$ cat src/rtl/i2cmbs_pkg.sv
package i2cmbs_pkg;

  // bus sequencer phases
  typedef enum logic [3:0] {
    PH_IDLE   = 4'd0,
    PH_ST1    = 4'd1,
    PH_ST2    = 4'd2,
    PH_SP1    = 4'd3,
    PH_SP2    = 4'd4,
    PH_WA1    = 4'd5,
    PH_WA2    = 4'd6,
    PH_POLL   = 4'd7,
    PH_W_LOW  = 4'd8,
    PH_W_HIGH = 4'd9,
    PH_W_TAIL = 4'd10,
    PH_R_LOW  = 4'd11,
    PH_R_HIGH = 4'd12,
    PH_A_LOW  = 4'd13,
    PH_A_HIGH = 4'd14
  } phase_t;

  // command codes
  typedef enum logic [2:0] {
    CMD_NONE     = 3'd0,
    CMD_START    = 3'd1,
    CMD_STOP     = 3'd2,
    CMD_WRITE    = 3'd3,
    CMD_READ     = 3'd4,
    CMD_WAIT_ACK = 3'd5
  } cmd_t;

  // configuration register indexes
  localparam logic CFG_TICKS_PER_UNIT = 1'b0;
  localparam logic CFG_ACK_POLL_LIMIT = 1'b1;

  localparam logic [7:0] TICKS_PER_UNIT_RST = 8'd1;
  localparam logic [7:0] ACK_POLL_LIMIT_RST = 8'd250;

  // delay lengths as shift amounts: 1, 2 and 4 units
  localparam logic [1:0] UNITS_1 = 2'd0;
  localparam logic [1:0] UNITS_2 = 2'd1;
  localparam logic [1:0] UNITS_4 = 2'd2;

  localparam int DATA_W = 16;

  // sequencer state
  typedef struct packed {
    phase_t      phase;
    logic [2:0]  bit_count;
    logic [7:0]  shift_byte;
    logic [9:0]  delay_count;
    logic [7:0]  poll_count;
    logic        ack_choice;
    logic        scl;
    logic        sda;
    logic        sda_oe;
    logic        timeout;
    logic [7:0]  rx_hold;
  } seq_state_t;

  // one result beat
  typedef struct packed {
    logic        ack_missing;
    logic [7:0]  rx_byte;
    logic        done_res;
    logic        busy_res;
    logic        sda_enable;
    logic        sda_level;
    logic        scl_level;
  } result_t;

  // delay length in ticks, a zero unit counts as one tick
  function automatic logic [9:0] wait_ticks(input logic [7:0] tpu, input logic [1:0] shift);
    logic [9:0] t;
    t = (tpu == 8'd0) ? 10'd1 : {2'b00, tpu};
    return t << shift;
  endfunction

endpackage

$ cat src/rtl/i2cmbs_step.sv
module i2cmbs_step (
  input  i2cmbs_pkg::seq_state_t st,
  input  logic [2:0]             command,
  input  logic [7:0]             tx_byte,
  input  logic                   send_ack,
  input  logic                   sda_sample,
  input  logic [7:0]             ticks_per_unit,
  input  logic [7:0]             ack_poll_limit,
  output i2cmbs_pkg::seq_state_t st_next,
  output logic                   done
);

  logic [9:0] delay_dec;

  assign delay_dec = (st.delay_count != 10'd0) ? st.delay_count - 10'd1 : 10'd0;

  // one tick of the sequencer
  always_comb begin
    st_next = st;
    done    = 1'b0;
    if (st.phase == i2cmbs_pkg::PH_IDLE) begin
      // take a new command
      case (i2cmbs_pkg::cmd_t'(command))
        i2cmbs_pkg::CMD_START: begin
          st_next.sda_oe      = 1'b1;
          st_next.sda         = 1'b1;
          st_next.scl         = 1'b1;
          st_next.delay_count = i2cmbs_pkg::wait_ticks(ticks_per_unit, i2cmbs_pkg::UNITS_4);
          st_next.phase       = i2cmbs_pkg::PH_ST1;
        end
        i2cmbs_pkg::CMD_STOP: begin
          st_next.sda_oe      = 1'b1;
          st_next.scl         = 1'b0;
          st_next.sda         = 1'b0;
          st_next.delay_count = i2cmbs_pkg::wait_ticks(ticks_per_unit, i2cmbs_pkg::UNITS_4);
          st_next.phase       = i2cmbs_pkg::PH_SP1;
        end
        i2cmbs_pkg::CMD_WRITE: begin
          st_next.sda_oe      = 1'b1;
          st_next.scl         = 1'b0;
          st_next.bit_count   = 3'd0;
          st_next.sda         = tx_byte[7];
          st_next.shift_byte  = {tx_byte[6:0], 1'b0};
          st_next.delay_count = i2cmbs_pkg::wait_ticks(ticks_per_unit, i2cmbs_pkg::UNITS_2);
          st_next.phase       = i2cmbs_pkg::PH_W_LOW;
        end
        i2cmbs_pkg::CMD_READ: begin
          st_next.sda_oe      = 1'b0;
          st_next.scl         = 1'b0;
          st_next.ack_choice  = send_ack;
          st_next.shift_byte  = 8'd0;
          st_next.bit_count   = 3'd0;
          st_next.delay_count = i2cmbs_pkg::wait_ticks(ticks_per_unit, i2cmbs_pkg::UNITS_2);
          st_next.phase       = i2cmbs_pkg::PH_R_LOW;
        end
        i2cmbs_pkg::CMD_WAIT_ACK: begin
          st_next.sda_oe      = 1'b0;
          st_next.sda         = 1'b1;
          st_next.poll_count  = 8'd0;
          st_next.timeout     = 1'b0;
          st_next.delay_count = i2cmbs_pkg::wait_ticks(ticks_per_unit, i2cmbs_pkg::UNITS_1);
          st_next.phase       = i2cmbs_pkg::PH_WA1;
        end
        default: begin
        end
      endcase
    end else if (st.phase == i2cmbs_pkg::PH_POLL ||
                 (st.phase == i2cmbs_pkg::PH_WA2 && delay_dec == 10'd0)) begin
      // ack poll, one per tick
      st_next.delay_count = delay_dec;
      if (!sda_sample) begin
        st_next.scl     = 1'b0;
        st_next.timeout = 1'b0;
        st_next.phase   = i2cmbs_pkg::PH_IDLE;
        done            = 1'b1;
      end else if (st.poll_count >= ack_poll_limit) begin
        st_next.timeout     = 1'b1;
        st_next.sda_oe      = 1'b1;
        st_next.scl         = 1'b0;
        st_next.sda         = 1'b0;
        st_next.delay_count = i2cmbs_pkg::wait_ticks(ticks_per_unit, i2cmbs_pkg::UNITS_4);
        st_next.phase       = i2cmbs_pkg::PH_SP1;
      end else begin
        st_next.poll_count = st.poll_count + 8'd1;
        st_next.phase      = i2cmbs_pkg::PH_POLL;
      end
      if (st.phase == i2cmbs_pkg::PH_POLL) begin
        st_next.delay_count = (st_next.phase == i2cmbs_pkg::PH_SP1) ?
          st_next.delay_count : st.delay_count;
      end
    end else begin
      // count down the running delay, then step the phase
      st_next.delay_count = delay_dec;
      if (delay_dec == 10'd0) begin
        case (st.phase)
          i2cmbs_pkg::PH_ST1: begin
            st_next.sda         = 1'b0;
            st_next.delay_count = i2cmbs_pkg::wait_ticks(ticks_per_unit, i2cmbs_pkg::UNITS_4);
            st_next.phase       = i2cmbs_pkg::PH_ST2;
          end
          i2cmbs_pkg::PH_ST2: begin
            st_next.scl   = 1'b0;
            st_next.phase = i2cmbs_pkg::PH_IDLE;
            done          = 1'b1;
          end
          i2cmbs_pkg::PH_SP1: begin
            st_next.scl         = 1'b1;
            st_next.sda         = 1'b1;
            st_next.delay_count = i2cmbs_pkg::wait_ticks(ticks_per_unit, i2cmbs_pkg::UNITS_4);
            st_next.phase       = i2cmbs_pkg::PH_SP2;
          end
          i2cmbs_pkg::PH_SP2: begin
            st_next.phase = i2cmbs_pkg::PH_IDLE;
            done          = 1'b1;
          end
          i2cmbs_pkg::PH_WA1: begin
            st_next.scl         = 1'b1;
            st_next.delay_count = i2cmbs_pkg::wait_ticks(ticks_per_unit, i2cmbs_pkg::UNITS_1);
            st_next.phase       = i2cmbs_pkg::PH_WA2;
          end
          i2cmbs_pkg::PH_W_LOW: begin
            st_next.scl         = 1'b1;
            st_next.delay_count = i2cmbs_pkg::wait_ticks(ticks_per_unit, i2cmbs_pkg::UNITS_2);
            st_next.phase       = i2cmbs_pkg::PH_W_HIGH;
          end
          i2cmbs_pkg::PH_W_HIGH: begin
            st_next.scl         = 1'b0;
            st_next.delay_count = i2cmbs_pkg::wait_ticks(ticks_per_unit, i2cmbs_pkg::UNITS_2);
            st_next.phase       = i2cmbs_pkg::PH_W_TAIL;
          end
          i2cmbs_pkg::PH_W_TAIL: begin
            if (st.bit_count == 3'd7) begin
              st_next.phase = i2cmbs_pkg::PH_IDLE;
              done          = 1'b1;
            end else begin
              st_next.bit_count   = st.bit_count + 3'd1;
              st_next.sda         = st.shift_byte[7];
              st_next.shift_byte  = {st.shift_byte[6:0], 1'b0};
              st_next.delay_count = i2cmbs_pkg::wait_ticks(ticks_per_unit, i2cmbs_pkg::UNITS_2);
              st_next.phase       = i2cmbs_pkg::PH_W_LOW;
            end
          end
          i2cmbs_pkg::PH_R_LOW: begin
            st_next.scl         = 1'b1;
            st_next.shift_byte  = {st.shift_byte[6:0], sda_sample};
            st_next.delay_count = i2cmbs_pkg::wait_ticks(ticks_per_unit, i2cmbs_pkg::UNITS_1);
            st_next.phase       = i2cmbs_pkg::PH_R_HIGH;
          end
          i2cmbs_pkg::PH_R_HIGH: begin
            st_next.scl = 1'b0;
            if (st.bit_count == 3'd7) begin
              st_next.rx_hold     = st.shift_byte;
              st_next.sda_oe      = 1'b1;
              st_next.sda         = ~st.ack_choice;
              st_next.delay_count = i2cmbs_pkg::wait_ticks(ticks_per_unit, i2cmbs_pkg::UNITS_2);
              st_next.phase       = i2cmbs_pkg::PH_A_LOW;
            end else begin
              st_next.bit_count   = st.bit_count + 3'd1;
              st_next.delay_count = i2cmbs_pkg::wait_ticks(ticks_per_unit, i2cmbs_pkg::UNITS_2);
              st_next.phase       = i2cmbs_pkg::PH_R_LOW;
            end
          end
          i2cmbs_pkg::PH_A_LOW: begin
            st_next.scl         = 1'b1;
            st_next.delay_count = i2cmbs_pkg::wait_ticks(ticks_per_unit, i2cmbs_pkg::UNITS_2);
            st_next.phase       = i2cmbs_pkg::PH_A_HIGH;
          end
          i2cmbs_pkg::PH_A_HIGH: begin
            st_next.scl   = 1'b0;
            st_next.phase = i2cmbs_pkg::PH_IDLE;
            done          = 1'b1;
          end
          default: begin
            st_next.phase = i2cmbs_pkg::PH_IDLE;
          end
        endcase
      end
    end
  end

endmodule

$ cat src/rtl/i2cmbs_out_reg.sv
module i2cmbs_out_reg (
  input  logic                           clk,
  input  logic                           rst,
  input  logic                           load,
  input  logic [i2cmbs_pkg::DATA_W-1:0]  load_data,
  output logic                           free,
  output logic                           m_tvalid,
  input  logic                           m_tready,
  output logic [i2cmbs_pkg::DATA_W-1:0]  m_tdata
);

  // a new beat may enter when the held one is empty or leaving now
  assign free = ~m_tvalid | m_tready;

  // valid flag
  always_ff @(posedge clk) begin
    if (rst) begin
      m_tvalid <= 1'b0;
    end else if (free) begin
      m_tvalid <= load;
    end
  end

  // result payload
  always_ff @(posedge clk) begin
    if (load) begin
      m_tdata <= load_data;
    end
  end

endmodule

$ cat src/rtl/i2c_master_byte_sequencer.sv
// channel   dir  beat fields (low bit first)
// s_axis    in   command[2:0] tx_byte[10:3] send_ack[11] sda_sample[12], pad to 16
// m_axis    out  scl_level[0] sda_level[1] sda_enable[2] busy_res[3] done_res[4]
//                rx_byte[12:5] ack_missing[13], pad to 16
// cfg       in   cfg_we, cfg_index (0 ticks_per_unit, 1 ack_poll_limit), cfg_data[7:0]
//
// one input beat is one bus tick and is taken every cycle while s_tready is high;
// its result beat appears in the output register on the next cycle.
// the tick is stepped by the combinational sequencer next-state logic.
// reset: bus lines idle high and driven, sequencer idle, registers 1 and 250.
// a stall on m_axis holds the result and drops s_tready only while the
// output register is full and not being taken.
module i2c_master_byte_sequencer (
  input  logic        clk,
  input  logic        rst,
  input  logic        s_tvalid,
  output logic        s_tready,
  input  logic [15:0] s_tdata,   // command, tx_byte, send_ack, sda_sample
  output logic        m_tvalid,
  input  logic        m_tready,
  output logic [15:0] m_tdata,   // scl_level, sda_level, sda_enable, busy_res,
                                 // done_res, rx_byte, ack_missing
  input  logic        cfg_we,
  input  logic        cfg_index,
  input  logic [7:0]  cfg_data
);

  logic                   accept;
  logic [7:0]             ticks_per_unit;
  logic [7:0]             ack_poll_limit;
  i2cmbs_pkg::seq_state_t seq_state;
  i2cmbs_pkg::seq_state_t seq_state_next;
  logic                   done;
  i2cmbs_pkg::result_t    result;

  assign accept = s_tvalid & s_tready;

  // configuration registers
  always_ff @(posedge clk) begin
    if (rst) begin
      ticks_per_unit <= i2cmbs_pkg::TICKS_PER_UNIT_RST;
      ack_poll_limit <= i2cmbs_pkg::ACK_POLL_LIMIT_RST;
    end else if (cfg_we) begin
      case (cfg_index)
        i2cmbs_pkg::CFG_TICKS_PER_UNIT: ticks_per_unit <= cfg_data;
        i2cmbs_pkg::CFG_ACK_POLL_LIMIT: ack_poll_limit <= cfg_data;
        default: begin
        end
      endcase
    end
  end

  // tick step logic
  i2cmbs_step u_step (
    .st             (seq_state),
    .command        (s_tdata[2:0]),
    .tx_byte        (s_tdata[10:3]),
    .send_ack       (s_tdata[11]),
    .sda_sample     (s_tdata[12]),
    .ticks_per_unit (ticks_per_unit),
    .ack_poll_limit (ack_poll_limit),
    .st_next        (seq_state_next),
    .done           (done)
  );

  // sequencer state, advanced once per accepted beat
  always_ff @(posedge clk) begin
    if (rst) begin
      seq_state.phase       <= i2cmbs_pkg::PH_IDLE;
      seq_state.bit_count   <= 3'd0;
      seq_state.shift_byte  <= 8'd0;
      seq_state.delay_count <= 10'd0;
      seq_state.poll_count  <= 8'd0;
      seq_state.ack_choice  <= 1'b0;
      seq_state.scl         <= 1'b1;
      seq_state.sda         <= 1'b1;
      seq_state.sda_oe      <= 1'b1;
      seq_state.timeout     <= 1'b0;
      seq_state.rx_hold     <= 8'd0;
    end else if (accept) begin
      seq_state <= seq_state_next;
    end
  end

  // result beat from the updated state
  always_comb begin
    result.scl_level   = seq_state_next.scl;
    result.sda_level   = seq_state_next.sda;
    result.sda_enable  = seq_state_next.sda_oe;
    result.busy_res    = (seq_state_next.phase != i2cmbs_pkg::PH_IDLE);
    result.done_res    = done;
    result.rx_byte     = seq_state_next.rx_hold;
    result.ack_missing = seq_state_next.timeout;
  end

  i2cmbs_out_reg u_out_reg (
    .clk       (clk),
    .rst       (rst),
    .load      (accept),
    .load_data ({2'b00, result}),
    .free      (s_tready),
    .m_tvalid  (m_tvalid),
    .m_tready  (m_tready),
    .m_tdata   (m_tdata)
  );

  // a finishing tick never reports busy
  a_done_not_busy: assert property (@(posedge clk) disable iff (rst)
    m_tvalid |-> !(m_tdata[4] && m_tdata[3]))
    else $error("done and busy in the same result beat");

  // every accepted tick produces a result beat
  a_accept_gives_beat: assert property (@(posedge clk) disable iff (rst)
    accept |=> m_tvalid)
    else $error("accepted tick lost its result beat");

  // polling only with scl released high
  a_poll_scl_high: assert property (@(posedge clk) disable iff (rst)
    (seq_state.phase == i2cmbs_pkg::PH_POLL) |-> seq_state.scl)
    else $error("ack poll with scl low");

  // sda is released only during read, wait ack, or idle after them
  a_release_phase: assert property (@(posedge clk) disable iff (rst)
    !seq_state.sda_oe |->
      (seq_state.phase == i2cmbs_pkg::PH_IDLE   || seq_state.phase == i2cmbs_pkg::PH_R_LOW ||
       seq_state.phase == i2cmbs_pkg::PH_R_HIGH || seq_state.phase == i2cmbs_pkg::PH_WA1 ||
       seq_state.phase == i2cmbs_pkg::PH_WA2    || seq_state.phase == i2cmbs_pkg::PH_POLL))
    else $error("sda released in a driving phase");

  // state moves only on an accepted tick
  a_state_holds: assert property (@(posedge clk) disable iff (rst)
    !accept |=> $stable(seq_state))
    else $error("sequencer state changed without a tick");

endmodule
$ cat config.mk
export PLATFORM = sky130hd
export DESIGN_NAME = i2c_master_byte_sequencer
export DESIGN_NICKNAME = d
export VERILOG_FILES = /design/src/rtl/i2cmbs_pkg.sv /design/src/rtl/i2cmbs_step.sv /design/src/rtl/i2cmbs_out_reg.sv /design/src/rtl/i2c_master_byte_sequencer.sv
export SDC_FILE = /design/constraint.sdc
export NUM_CORES = 1
export LEC_CHECK = 0
export BUFFER_PORTS_ARGS = -buffer_cell sky130_fd_sc_hd__buf_4
export CAP_MARGIN = 20
export CORE_MARGIN = 2
export CORE_UTILIZATION = 45
export DETAILED_ROUTE_END_ITERATION = 16
export GPL_TIMING_DRIVEN = 0
export PLACE_DENSITY = 0.61
export SLEW_MARGIN = 5
export SYNTH_ARGS = -nofsm -noshare
export SYNTH_HDL_FRONTEND = slang
export SYNTH_HIERARCHICAL = 1
export SYNTH_SLANG_ARGS = --single-unit
$ cat constraint.sdc
create_clock -name clk -period 6.3 [get_ports clk]
set_input_delay 0.63 -clock clk [delete_from_list [all_inputs] [get_ports clk]]
set_output_delay 0.63 -clock clk [all_outputs]
set_load 0.02 [all_outputs]
==> summary.txt, run 1 <==
Clock tree
  • Clk buf depth: 2
  • CTS Hold Bufs: 0
  • Post-CTS Setup Repair Bufs: 0
  • CTS tree: done
  • Clock Tree Root: clkbuf_16
  • Cts repair resizes: 0
  • Max H-tree Level: 3
  • Clk_lat worst skew: 340 ps
  • CTS buffer count: 9
  • CTS Sinks: 79
  • Clk slew on worst S/H paths: 60 ps

Synth
  • Largest area contributor in the netlist: dfxtp_1
  • Synth Instances: 738
  • Mapped Avg Cell Area: 8.753 um^2
  • Number of synthesized flops with an enable pin: 16
  • Synth unique cells: 89
  • Yosys reg bits: 79
  • Synth Flop Type: dfxtp_1
  • Fraction of registers with async set or reset after synthesis: 0%
  • Yosys warns: 6
  • Main area contributors after synthesis: dfxtp_1 20%, edfxtp_1 7.4%, a21bo_2 5.4%
  • Post-Syn Area: 6460 um^2
  • Register area share after synthesis: 26.96%
  • Post-synth top area share: 19.52%

Drt
  • TritonRoute pass-1 iters: 8
  • Initial DRC count: 717
  • DR vias: 6076
  • Drt total wl: 19900 um
  • DRC violations left: 0
  • Post-route ant nets: 0
  • Vias/cell: 6.213
  • Routed wire per std cell: 20.34 um

Floorplan
  • IO Count: 48
  • Core area: 13930 um^2
  • Rows: 43
  • Die H: 123.8 um
  • Initial Util: 46.36%
  • Chip width: 123.8 um
  • Die area: 15330 um^2

Layout
  • Footprint of the multi-input gates: 4183 um^2
  • Final core utilization: 52.20%
  • Filler-free cell count of the finished design: 978
  • Share of cells above drive strength 1: 28.95%
  • Register area: 1742 um^2
  • Most common library cell in the layout ignoring fill and taps: dfxtp_1
  • Fill cells: 1328
  • Area growth from synthesis to layout: 12.59%
  • Most frequent cells in the layout: 63 x dfxtp_1, 49 x a21oi_1, 47 x buf_4, 47 x nand2_1, 40 x nor2_1
  • Nets: 835
  • N_diodes: 0

Global route
  • GRT busiest layer: met2
  • GR Util met2: 43.34%
  • Met1 usage: 37.04%
  • First-pass GRT wire length: 31460 um
  • Initial antenna violation count: 0
  • Overall Global Routing Usage: 26.68%
  • Vias in the first global route: 5630
  • Pin count of the biggest net entering global routing: 18
  • Total global routing overflow: 0
  • Met3 Usage GRT: 4.762%

Setup path
  • Critical Path Source Type: register
  • R2R Setup Slk: 2660 ps
  • CP Class: register to register
  • Worst Setup End Kind: register
  • Worst R2R End: u_out_reg/m_tdata[3]$_DFFE_PP_
  • R2R depth: 12
  • Worst EP arrival: 3710 ps
  • CP required: 6370 ps
  • Worst r2r src: seq_state[21]$_SDFFE_PP0P_
  • Worst-path maximum fanout: 10

STA
  • Relative slew slack: 35.20%
  • Period minus WS final: 3637 ps
  • Fmax: 275.0 MHz
  • Clock Skews: 7.071 ps
  • Hold Violations, Final: 0
  • Final setup TNS: 0 ps
  • Slew @ Worst Pin: 964.6 ps
  • Worst setup margin: 2663 ps
  • Final hold slack: 462.2 ps
  • RSZ-0062 raised after global routing: no
  • Final setup fails: 0
  • Final cycle utilization of the critical path: 57.72%
  • Final Max Tran Viols: 0

Place
  • Hpwl dp: 15040 um
  • Routability Congestion: 0.9847
  • Port buffer count: 42
  • Placed Cells: 962
  • Setup WS pre-CTS: 2708 ps

Job
  • Max-cap violations: 0

Power
  • Pwr Density: 241.3 nW/um^2
  • Max VDD drop: 0.1652 mV
  • P_leak: 0.002739 uW

Hold path
  • Hold Path Sink: ticks_per_unit[1]$_SDFFE_PP0P_
  • Worst Hold Class: register to register
  • Hold depth: 2
  • Min-delay src: ticks_per_unit[1]$_SDFFE_PP0P_

Outcome
  • Status: complete, no violations
-- cell type report --
| class | count | share of cell area (%) |
|---|---|---|
| Inverter | 21 | 1.084 |
| Multi-Input combinational cell | 567 | 57.51 |
| Timing Repair Buffer | 43 | 4.404 |
| Buffer | 72 | 6.331 |
| Tap cell | 180 | 3.097 |
| Sequential cell | 79 | 23.95 |
| Clock inverter | 2 | 0.1376 |
| Clock buffer | 14 | 3.492 |
-- logic make-up after synthesis --
| logic type | share of synthesized area [%] |
|---|---|
| DFF | 26.96 |
| other | 0.05805 |
| and+or+nand+nor | 23.96 |
| AOI/OAI and AO/OA | 30.49 |
| xor gates and xnor gates | 0.9297 |
| buffers and inverters | 8.348 |
| muxes | 6.934 |
| adders and majority gates | 2.324 |
-- report_power, final --
group	internal, uW	switching (uW)	leakage, uW	total (uW)
clock network	277	198	0.000131	475
registers	547	27.2	0.000670	574
logic	288	418	0.00194	706
total	1110	643	0.00274	1750
-- cell usage after synthesis, drive strengths merged (3+ instances only) --
cell type / n
clkbuf: 28
inv: 20
buf: 44
a21oi: 81
nand2: 49
a222oi: 5
and2: 4
mux2i: 23
a31oi: 8
a221o: 8
a21boi: 3
a211o: 11
xor2: 4
a221oi: 5
nand4bb: 4
nor2: 42
o21ai: 36
ha: 12
a22o: 6
nor3: 17
nor4: 5
nand3: 62
nand2b: 14
a21o: 3
nand4: 5
o211ai: 4
a21bo: 44
and3: 19
o22ai: 10
dfxtp: 63
o31ai: 3
a22oi: 5
edfxtp: 16
or3: 3
mux2: 17
nor2b: 10
a211oi: 7
-- sequential cells by signal, indices dropped and copies added, names as in the netlist --
register            flops
u_out_reg/m_tdata      16
ack_poll_limit          8
ticks_per_unit          8
seq_state              46
u_out_reg/m_tvalid      1
-- worst max-delay path, cell delays in order, from the launching register on --
cell,delay (ps)
dfxtp_1,400
inv_1,140
ha_1,240
or4b_1,440
buf_4,170
xnor2_2,130
o311a_4,390
and4b_4,400
buf_6,160
nand3_1,80
o21ai_0,100
o21ai_0,170
or4_1,560
-- per-stage QoR --
stage                     cell area, um^2  power (uW)
after floorplan                      6464        1102
after global placement               7004        1267
after detailed placement             7009        1275
after CTS                            7273        1752
after global routing                 7273        1846
final                                7273        1755
-- routing by layer --
| layer | up-vias | part of all wire (%) | routed length (um) |
|---|---|---|---|
| met4 | 0 | 1.4 | 280 |
| met5 | - | 0 | 0 |
| li1 | 2861 | - | - |
| met1 | 2955 | 45 | 8966 |
| met2 | 236 | 47 | 9312 |
| met3 | 24 | 6.7 | 1337 |
-- worst max path at each step --
stage                                     from                        endpoint  slack [ps]  cells past startpoint
finish              seq_state[21]$_SDFFE_PP0P_  u_out_reg/m_tdata[3]$_DFFE_PP_        2660                     12
global route        seq_state[21]$_SDFFE_PP0P_  u_out_reg/m_tdata[3]$_DFFE_PP_        2510                     12
CTS                 seq_state[21]$_SDFFE_PP0P_  u_out_reg/m_tdata[3]$_DFFE_PP_        2700                     12
detailed placement  seq_state[21]$_SDFFE_PP0P_  u_out_reg/m_tdata[3]$_DFFE_PP_        2710                     12
global placement    seq_state[21]$_SDFFE_PP0P_  u_out_reg/m_tdata[3]$_DFFE_PP_        2700                     12
floorplan           seq_state[21]$_SDFFE_PP0P_  u_out_reg/m_tdata[3]$_DFFE_PP_        3070                     12
No activity file was read; power rests on OpenSTA's default activity.
==> inputs of run 2 (changes only) <==
==> constraint.sdc (replaced) <==
create_clock -name clk -period 3.35 [get_ports clk]
set_input_delay 0.335 -clock clk [delete_from_list [all_inputs] [get_ports clk]]
set_output_delay 0.335 -clock clk [all_outputs]
set_load 0.02 [all_outputs]
==> run 2 against run 1 <==
- worst setup slack worse by 2600 ps
- final cell count rose by 1.1%
- total power rose by 93%
- non-clock buffer count rose by 11
- largest cell class unchanged
- largest power group unchanged
- flip-flop and latch count unchanged
- global-route usage is 0.15 points higher
- final area grew 2.5%
- via count is 1.7% higher
==> summary.txt, run 2 (synthesized netlist as in run 1, its figures left out) <==
Global route
  • Initial antenna violation count: 0
  • Total global routing overflow: 0
  • First-pass GRT wire length: 31770 um
  • Pin count of the biggest net entering global routing: 18
  • Vias in the first global route: 5698
  • Overall Global Routing Usage: 26.83%

Setup path
  • R2R depth: 12
  • Worst EP arrival: 3370 ps
  • CP Launch Point: seq_state[22]$_SDFFE_PP0P_
  • Worst-path maximum fanout: 6
  • Worst r2r src: seq_state[22]$_SDFFE_PP0P_
  • R2R Setup Slk: 50 ps
  • CP Class: register to register
  • CP required: 3430 ps
  • Worst R2R End: u_out_reg/m_tdata[3]$_DFFE_PP_
  • Worst Setup End Kind: register
  • Critical Path Source Type: register

Floorplan
  • Die H: 123.8 um
  • IO Count: 48
  • Initial Util: 46.36%
  • Core area: 13930 um^2
  • Chip width: 123.8 um
  • Rows: 43
  • Die area: 15330 um^2

Layout
  • Area growth from synthesis to layout: 15.36%
  • Post-Layout Inst Area: 7452 um^2
  • N_diodes: 0
  • Largest registers: seq_state x46, u_out_reg/m_tdata x16
  • Share of cells above drive strength 1: 31.89%
  • Max FFs per register: 46
  • Most common library cell in the layout ignoring fill and taps: dfxtp_1
  • Nets: 846
  • Most frequent cells in the layout: 61 x dfxtp_1, 56 x buf_4, 49 x a21oi_1, 46 x nand2_1, 40 x nor2_1
  • Most flop-heavy register: seq_state
  • Register area: 1749 um^2
  • Footprint of the multi-input gates: 4252 um^2
  • Fill cells: 1311

Drt
  • TritonRoute pass-1 iters: 8
  • Vias/cell: 6.248
  • Initial DRC count: 691
  • Drt total wl: 20220 um
  • DR vias: 6179
  • DRC violations left: 0
  • Routed wire per std cell: 20.44 um
  • Post-route ant nets: 0

Clock tree
  • Clk buf depth: 2
  • Clk_lat worst skew: 340 ps
  • CTS buffer count: 9
  • CTS Hold Bufs: 0
  • Clock Tree Root: clkbuf_16
  • CTS Sinks: 79
  • Clk slew on worst S/H paths: 50 ps
  • CTS tree: done
  • Max H-tree Level: 3

Power
  • Reg power frac: 31.9%
  • P_sw: 1239 uW
  • Switching Fraction: 36.60%
  • Pwr Density: 454.1 nW/um^2
  • Combinational share of power: 41.6%
  • P_leak: 0.002819 uW
  • Clk pwr share: 26.4%
  • Max VDD drop: 0.3122 mV
  • Internal power: 2146 uW

STA
  • Relative slew slack: 35.42%
  • Hold Violations, Final: 0
  • Final cycle utilization of the critical path: 98.44%
  • Final setup TNS: 0 ps
  • Worst setup margin: 52.34 ps
  • Period minus WS final: 3298 ps
  • Clock Skews: 7.415 ps
  • Slew @ Worst Pin: 961.2 ps
  • Fmax: 303.2 MHz
  • RSZ-0062 raised after global routing: yes
  • Final Max Tran Viols: 0
  • Final setup fails: 0

Hold path
  • Hold Path Sink: u_out_reg/m_tvalid$_SDFFE_PP0P_
  • Min-delay src: rst
  • Hold depth: 2
  • Worst Hold Class: input port to register

Place
  • Hpwl dp: 15040 um
  • Cell area after placement: 7009 um^2
  • Port buffer count: 42
  • Routability Congestion: 0.9847
  • Setup WS pre-CTS: -242.5 ps

Outcome
  • Status: complete, no violations

Job
  • Max-cap violations: 0
run 2: cell type report:
| type | count | area share [%] |
|---|---|---|
| inverter | 21 | 1.091 |
| timing repair buffer | 54 | 5.574 |
| tap | 180 | 3.022 |
| clock buffer | 14 | 3.408 |
| clock inverter | 2 | 0.1343 |
| multi-input combinational | 567 | 57.05 |
| sequential | 79 | 23.47 |
| buffer | 72 | 6.246 |
run 2: critical path, stage by stage, from the launching register on:
cell and delay [ps]:
dfxtp_4 370, inv_2 80, ha_4 150, or4b_4 460, buf_6 150, xnor2_2 120, o311a_4 330, and4b_4 400
buf_6 150, o22ai_1 60, nand2_1 80, nand4_1 120, or4_4 570
run 2: layer usage:
metal	global-route usage (%)	part of all wire [%]	wire [um]
met1	37.13	44	8995
met2	43.48	47	9584
met3	4.899	7.2	1446
met4	6.037	0.94	190
met5	0	0	0
run 2: how the worst max path moves through the flow:
stage | to | slack, ps | depth (start not counted)
after floorplan | u_out_reg/m_tdata[3]$_DFFE_PP_ | 120 | 12
after global placement | u_out_reg/m_tdata[3]$_DFFE_PP_ | -250 | 12
after detailed placement | u_out_reg/m_tdata[3]$_DFFE_PP_ | -240 | 12
after CTS | seq_state[20]$_SDFFE_PP0P_ | -10 | 13
after global routing | u_out_reg/m_tdata[3]$_DFFE_PP_ | -40 | 12
final | u_out_reg/m_tdata[3]$_DFFE_PP_ | 50 | 12
run 2: repair_timing:
| item | 4_1_cts | 5_1_grt |
|---|---|---|
| setup endpoints to repair | 20 | 16 |
| pin swaps | 3 | 4 |
| cloned | 0 | 0 |
| setup buffers | 4 | 7 |
| resized for setup | 9 | 15 |
run 2: power groups by stage:
| stage | registers, uW | clock network (uW) | logic, uW |
|---|---|---|---|
| after floorplan | 1100 | 0 | 972 |
| after global placement | 1100 | 0 | 1290 |
| after detailed placement | 1100 | 0 | 1300 |
| after CTS | 1080 | 911 | 1330 |
| after global routing | 1090 | 950 | 1520 |
| final | 1080 | 895 | 1410 |
run 2: per-stage QoR:
step	util [%]	std cells	total power [uW]	hold slack (ps)
after CTS	52.57	982	3321	199.6
after global placement	50.26	961	2382	451.7
after global routing	53.48	989	3556	211.0
final	53.48	989	3384	206.3
after floorplan	-	739	2073	397.4
after detailed placement	50.30	962	2398	454.7
==> inputs of run 3 (changes only) <==
--- a/config.mk
+++ b/config.mk
@@ -9,6 +9,7 @@
 export CAP_MARGIN = 20
 export CORE_MARGIN = 2
 export CORE_UTILIZATION = 45
+export CTS_BUF_LIST = sky130_fd_sc_hd__clkbuf_2
 export DETAILED_ROUTE_END_ITERATION = 16
 export GPL_TIMING_DRIVEN = 0
 export PLACE_DENSITY = 0.61
==> constraint.sdc (replaced) <==
create_clock -name clk -period 3.35 [get_ports clk]
set_input_delay 0.8375 -clock clk [delete_from_list [all_inputs] [get_ports clk]]
set_output_delay 0.8375 -clock clk [all_outputs]
set_load 0.02 [all_outputs]
==> run 3 against run 2 <==
- the run now ends with setup timing left
- total power fell by 14%
- sequential power hardly changed
- clock power fell by 51%
- die area unchanged
- flip-flop and latch count unchanged
- first-iteration DRC count unchanged
- final area fell by 2.0%
- core utilization shrank 1.1 points
- maximum frequency decreased by 2.7%
- critical endpoint unchanged
- largest power group unchanged
==> summary.txt, run 3 (synthesized netlist as in run 1, its figures left out) <==
Power
  • Max VDD drop: 0.2312 mV
  • P_leak: 0.002775 uW
  • Pwr Density: 400.4 nW/um^2
  • Total power: 2924 uW

Outcome
  • Failing checks: setup timing
  • Status: finished, violations left

Place
  • Port buffer count: 42
  • Routability Congestion: 0.9847
  • Cell area after placement: 7009 um^2
  • Placed Cells: 962
  • Hpwl dp: 15040 um

Global route
  • Total global routing overflow: 0
  • Vias in the first global route: 5645
  • Initial antenna violation count: 0
  • First-pass GRT wire length: 31450 um
  • Overall Global Routing Usage: 26.67%
  • Pin count of the biggest net entering global routing: 18

Clock tree
  • Clock Tree Root: clkbuf_2
  • CTS tree: done
  • Clk buf depth: 2
  • CTS Sinks: 79
  • Clk slew on worst S/H paths: 200 ps
  • CTS buffer count: 9
  • Max H-tree Level: 3
  • Clk_lat worst skew: 580 ps

STA
  • Final setup TNS: -38.35 ps
  • Final setup fails: 1
  • RSZ-0062 raised after global routing: yes
  • Fmax: 295.1 MHz
  • Final cycle utilization of the critical path: 101.1%
  • Slew @ Worst Pin: 952.4 ps
  • Clock Skews: 31.57 ps
  • Final Max Tran Viols: 0
  • Worst setup margin: -38.35 ps
  • Relative slew slack: 36.02%
  • Hold Violations, Final: 0
  • Period minus WS final: 3388 ps

Layout
  • N_diodes: 0
  • Post-Layout Inst Area: 7302 um^2
  • Largest registers: seq_state x46, u_out_reg/m_tdata x16
  • Final core utilization: 52.40%
  • Nets: 847
  • Share of cells above drive strength 1: 32.72%
  • Max FFs per register: 46
  • Area growth from synthesis to layout: 13.04%
  • Most flop-heavy register: seq_state
  • Most frequent cells in the layout: 61 x dfxtp_1, 56 x buf_4, 49 x a21oi_1, 47 x nand2_1, 40 x nor2_1
  • Filler-free cell count of the finished design: 990
  • Most common library cell in the layout ignoring fill and taps: dfxtp_1

Drt
  • DR vias: 6193
  • DRC violations left: 0
  • Initial DRC count: 691
  • Vias/cell: 6.256
  • TritonRoute pass-1 iters: 7
  • Drt total wl: 20400 um
  • Post-route ant nets: 0
  • Routed wire per std cell: 20.61 um

Floorplan
  • Initial Util: 46.36%
  • IO Count: 48
  • Chip width: 123.8 um
  • Rows: 43
  • Core area: 13930 um^2
  • Die H: 123.8 um
  • Die area: 15330 um^2

Setup path
  • CP Class: register to register
  • Critical Path Source Type: register
  • Worst-path maximum fanout: 6
  • R2R depth: 12
  • Worst EP arrival: 3730 ps
  • Worst Setup End Kind: register
  • Worst R2R End: u_out_reg/m_tdata[3]$_DFFE_PP_
  • Worst r2r src: seq_state[22]$_SDFFE_PP0P_
  • R2R Setup Slk: -40 ps
  • CP required: 3690 ps

Hold path
  • Hold depth: 2
  • Worst Hold Class: input port to register
  • Hold Path Sink: u_out_reg/m_tvalid$_SDFFE_PP0P_
  • Min-delay src: rst

Job
  • Max-cap violations: 0
## run 3: power breakdown
| group | leakage (uW) | internal, uW | switching, uW | total, uW |
|---|---|---|---|---|
| clock network | 0.0000634 | 106 | 330 | 436 |
| registers | 0.000671 | 1030 | 50.3 | 1080 |
| logic | 0.00204 | 587 | 821 | 1410 |
## run 3: worst max-delay path: stages (launching register included)
cell     delay, ps
dfxtp_4        400
inv_4           70
ha_4           150
or4b_4         460
buf_6          150
xnor2_2        120
o311a_4        390
and4b_4        400
buf_6          140
nand3_1         80
o21ai_1        150
o21ai_2        120
or4_4          540
## run 3: how the worst max path moves through the flow
stage                                                end  cells after the start                        from  slack, ps
after floorplan           u_out_reg/m_tdata[3]$_DFFE_PP_                     12  seq_state[21]$_SDFFE_PP0P_        120
after global placement    u_out_reg/m_tdata[3]$_DFFE_PP_                     12  seq_state[21]$_SDFFE_PP0P_       -250
after detailed placement  u_out_reg/m_tdata[3]$_DFFE_PP_                     12  seq_state[21]$_SDFFE_PP0P_       -240
after CTS                     seq_state[20]$_SDFFE_PP0P_                     13  seq_state[22]$_SDFFE_PP0P_       0.05
after global routing      u_out_reg/m_tdata[3]$_DFFE_PP_                     12  seq_state[22]$_SDFFE_PP0P_       -120
final                     u_out_reg/m_tdata[3]$_DFFE_PP_                     12  seq_state[22]$_SDFFE_PP0P_        -40
## run 3: repair_timing
action / CTS / global route
pin swaps: 1 / 5
hold buffers: 0 / 0
buffers inserted: 4 / 7
resized for setup: 9 / 21
cloned: 0 / 1
endpoints found under the setup margin: 22 / 16
## run 3: through the flow
step                hold WS (ps)  setup WS (ps)
global route               414.9         -115.1
floorplan                  435.4          117.7
CTS                        410.5        0.05329
global placement           451.7         -247.9
finish                     450.9         -38.35
detailed placement         454.7         -242.5
## run 3: final cells by class
type                            count  area [um^2]
Buffer                             72        465.4
Clock buffer                       13        65.06
Clock inverter                      3        13.76
Fill cell                        1337         6633
Inverter                           21        83.83
Multi-Input combinational cell    567         4279
Sequential cell                    79         1749
Tap cell                          180        225.2
Timing Repair Buffer               55        420.4
## run 3: metal layers
metal | part of all wire, % | global-route usage, % | up-vias
li1 | - | - | 2895
met2 | 47 | 43.06 | 272
met1 | 44 | 37.20 | 3005
met4 | 1.2 | 6.179 | 0
met5 | 0 | 0 | -
met3 | 7.4 | 4.441 | 21
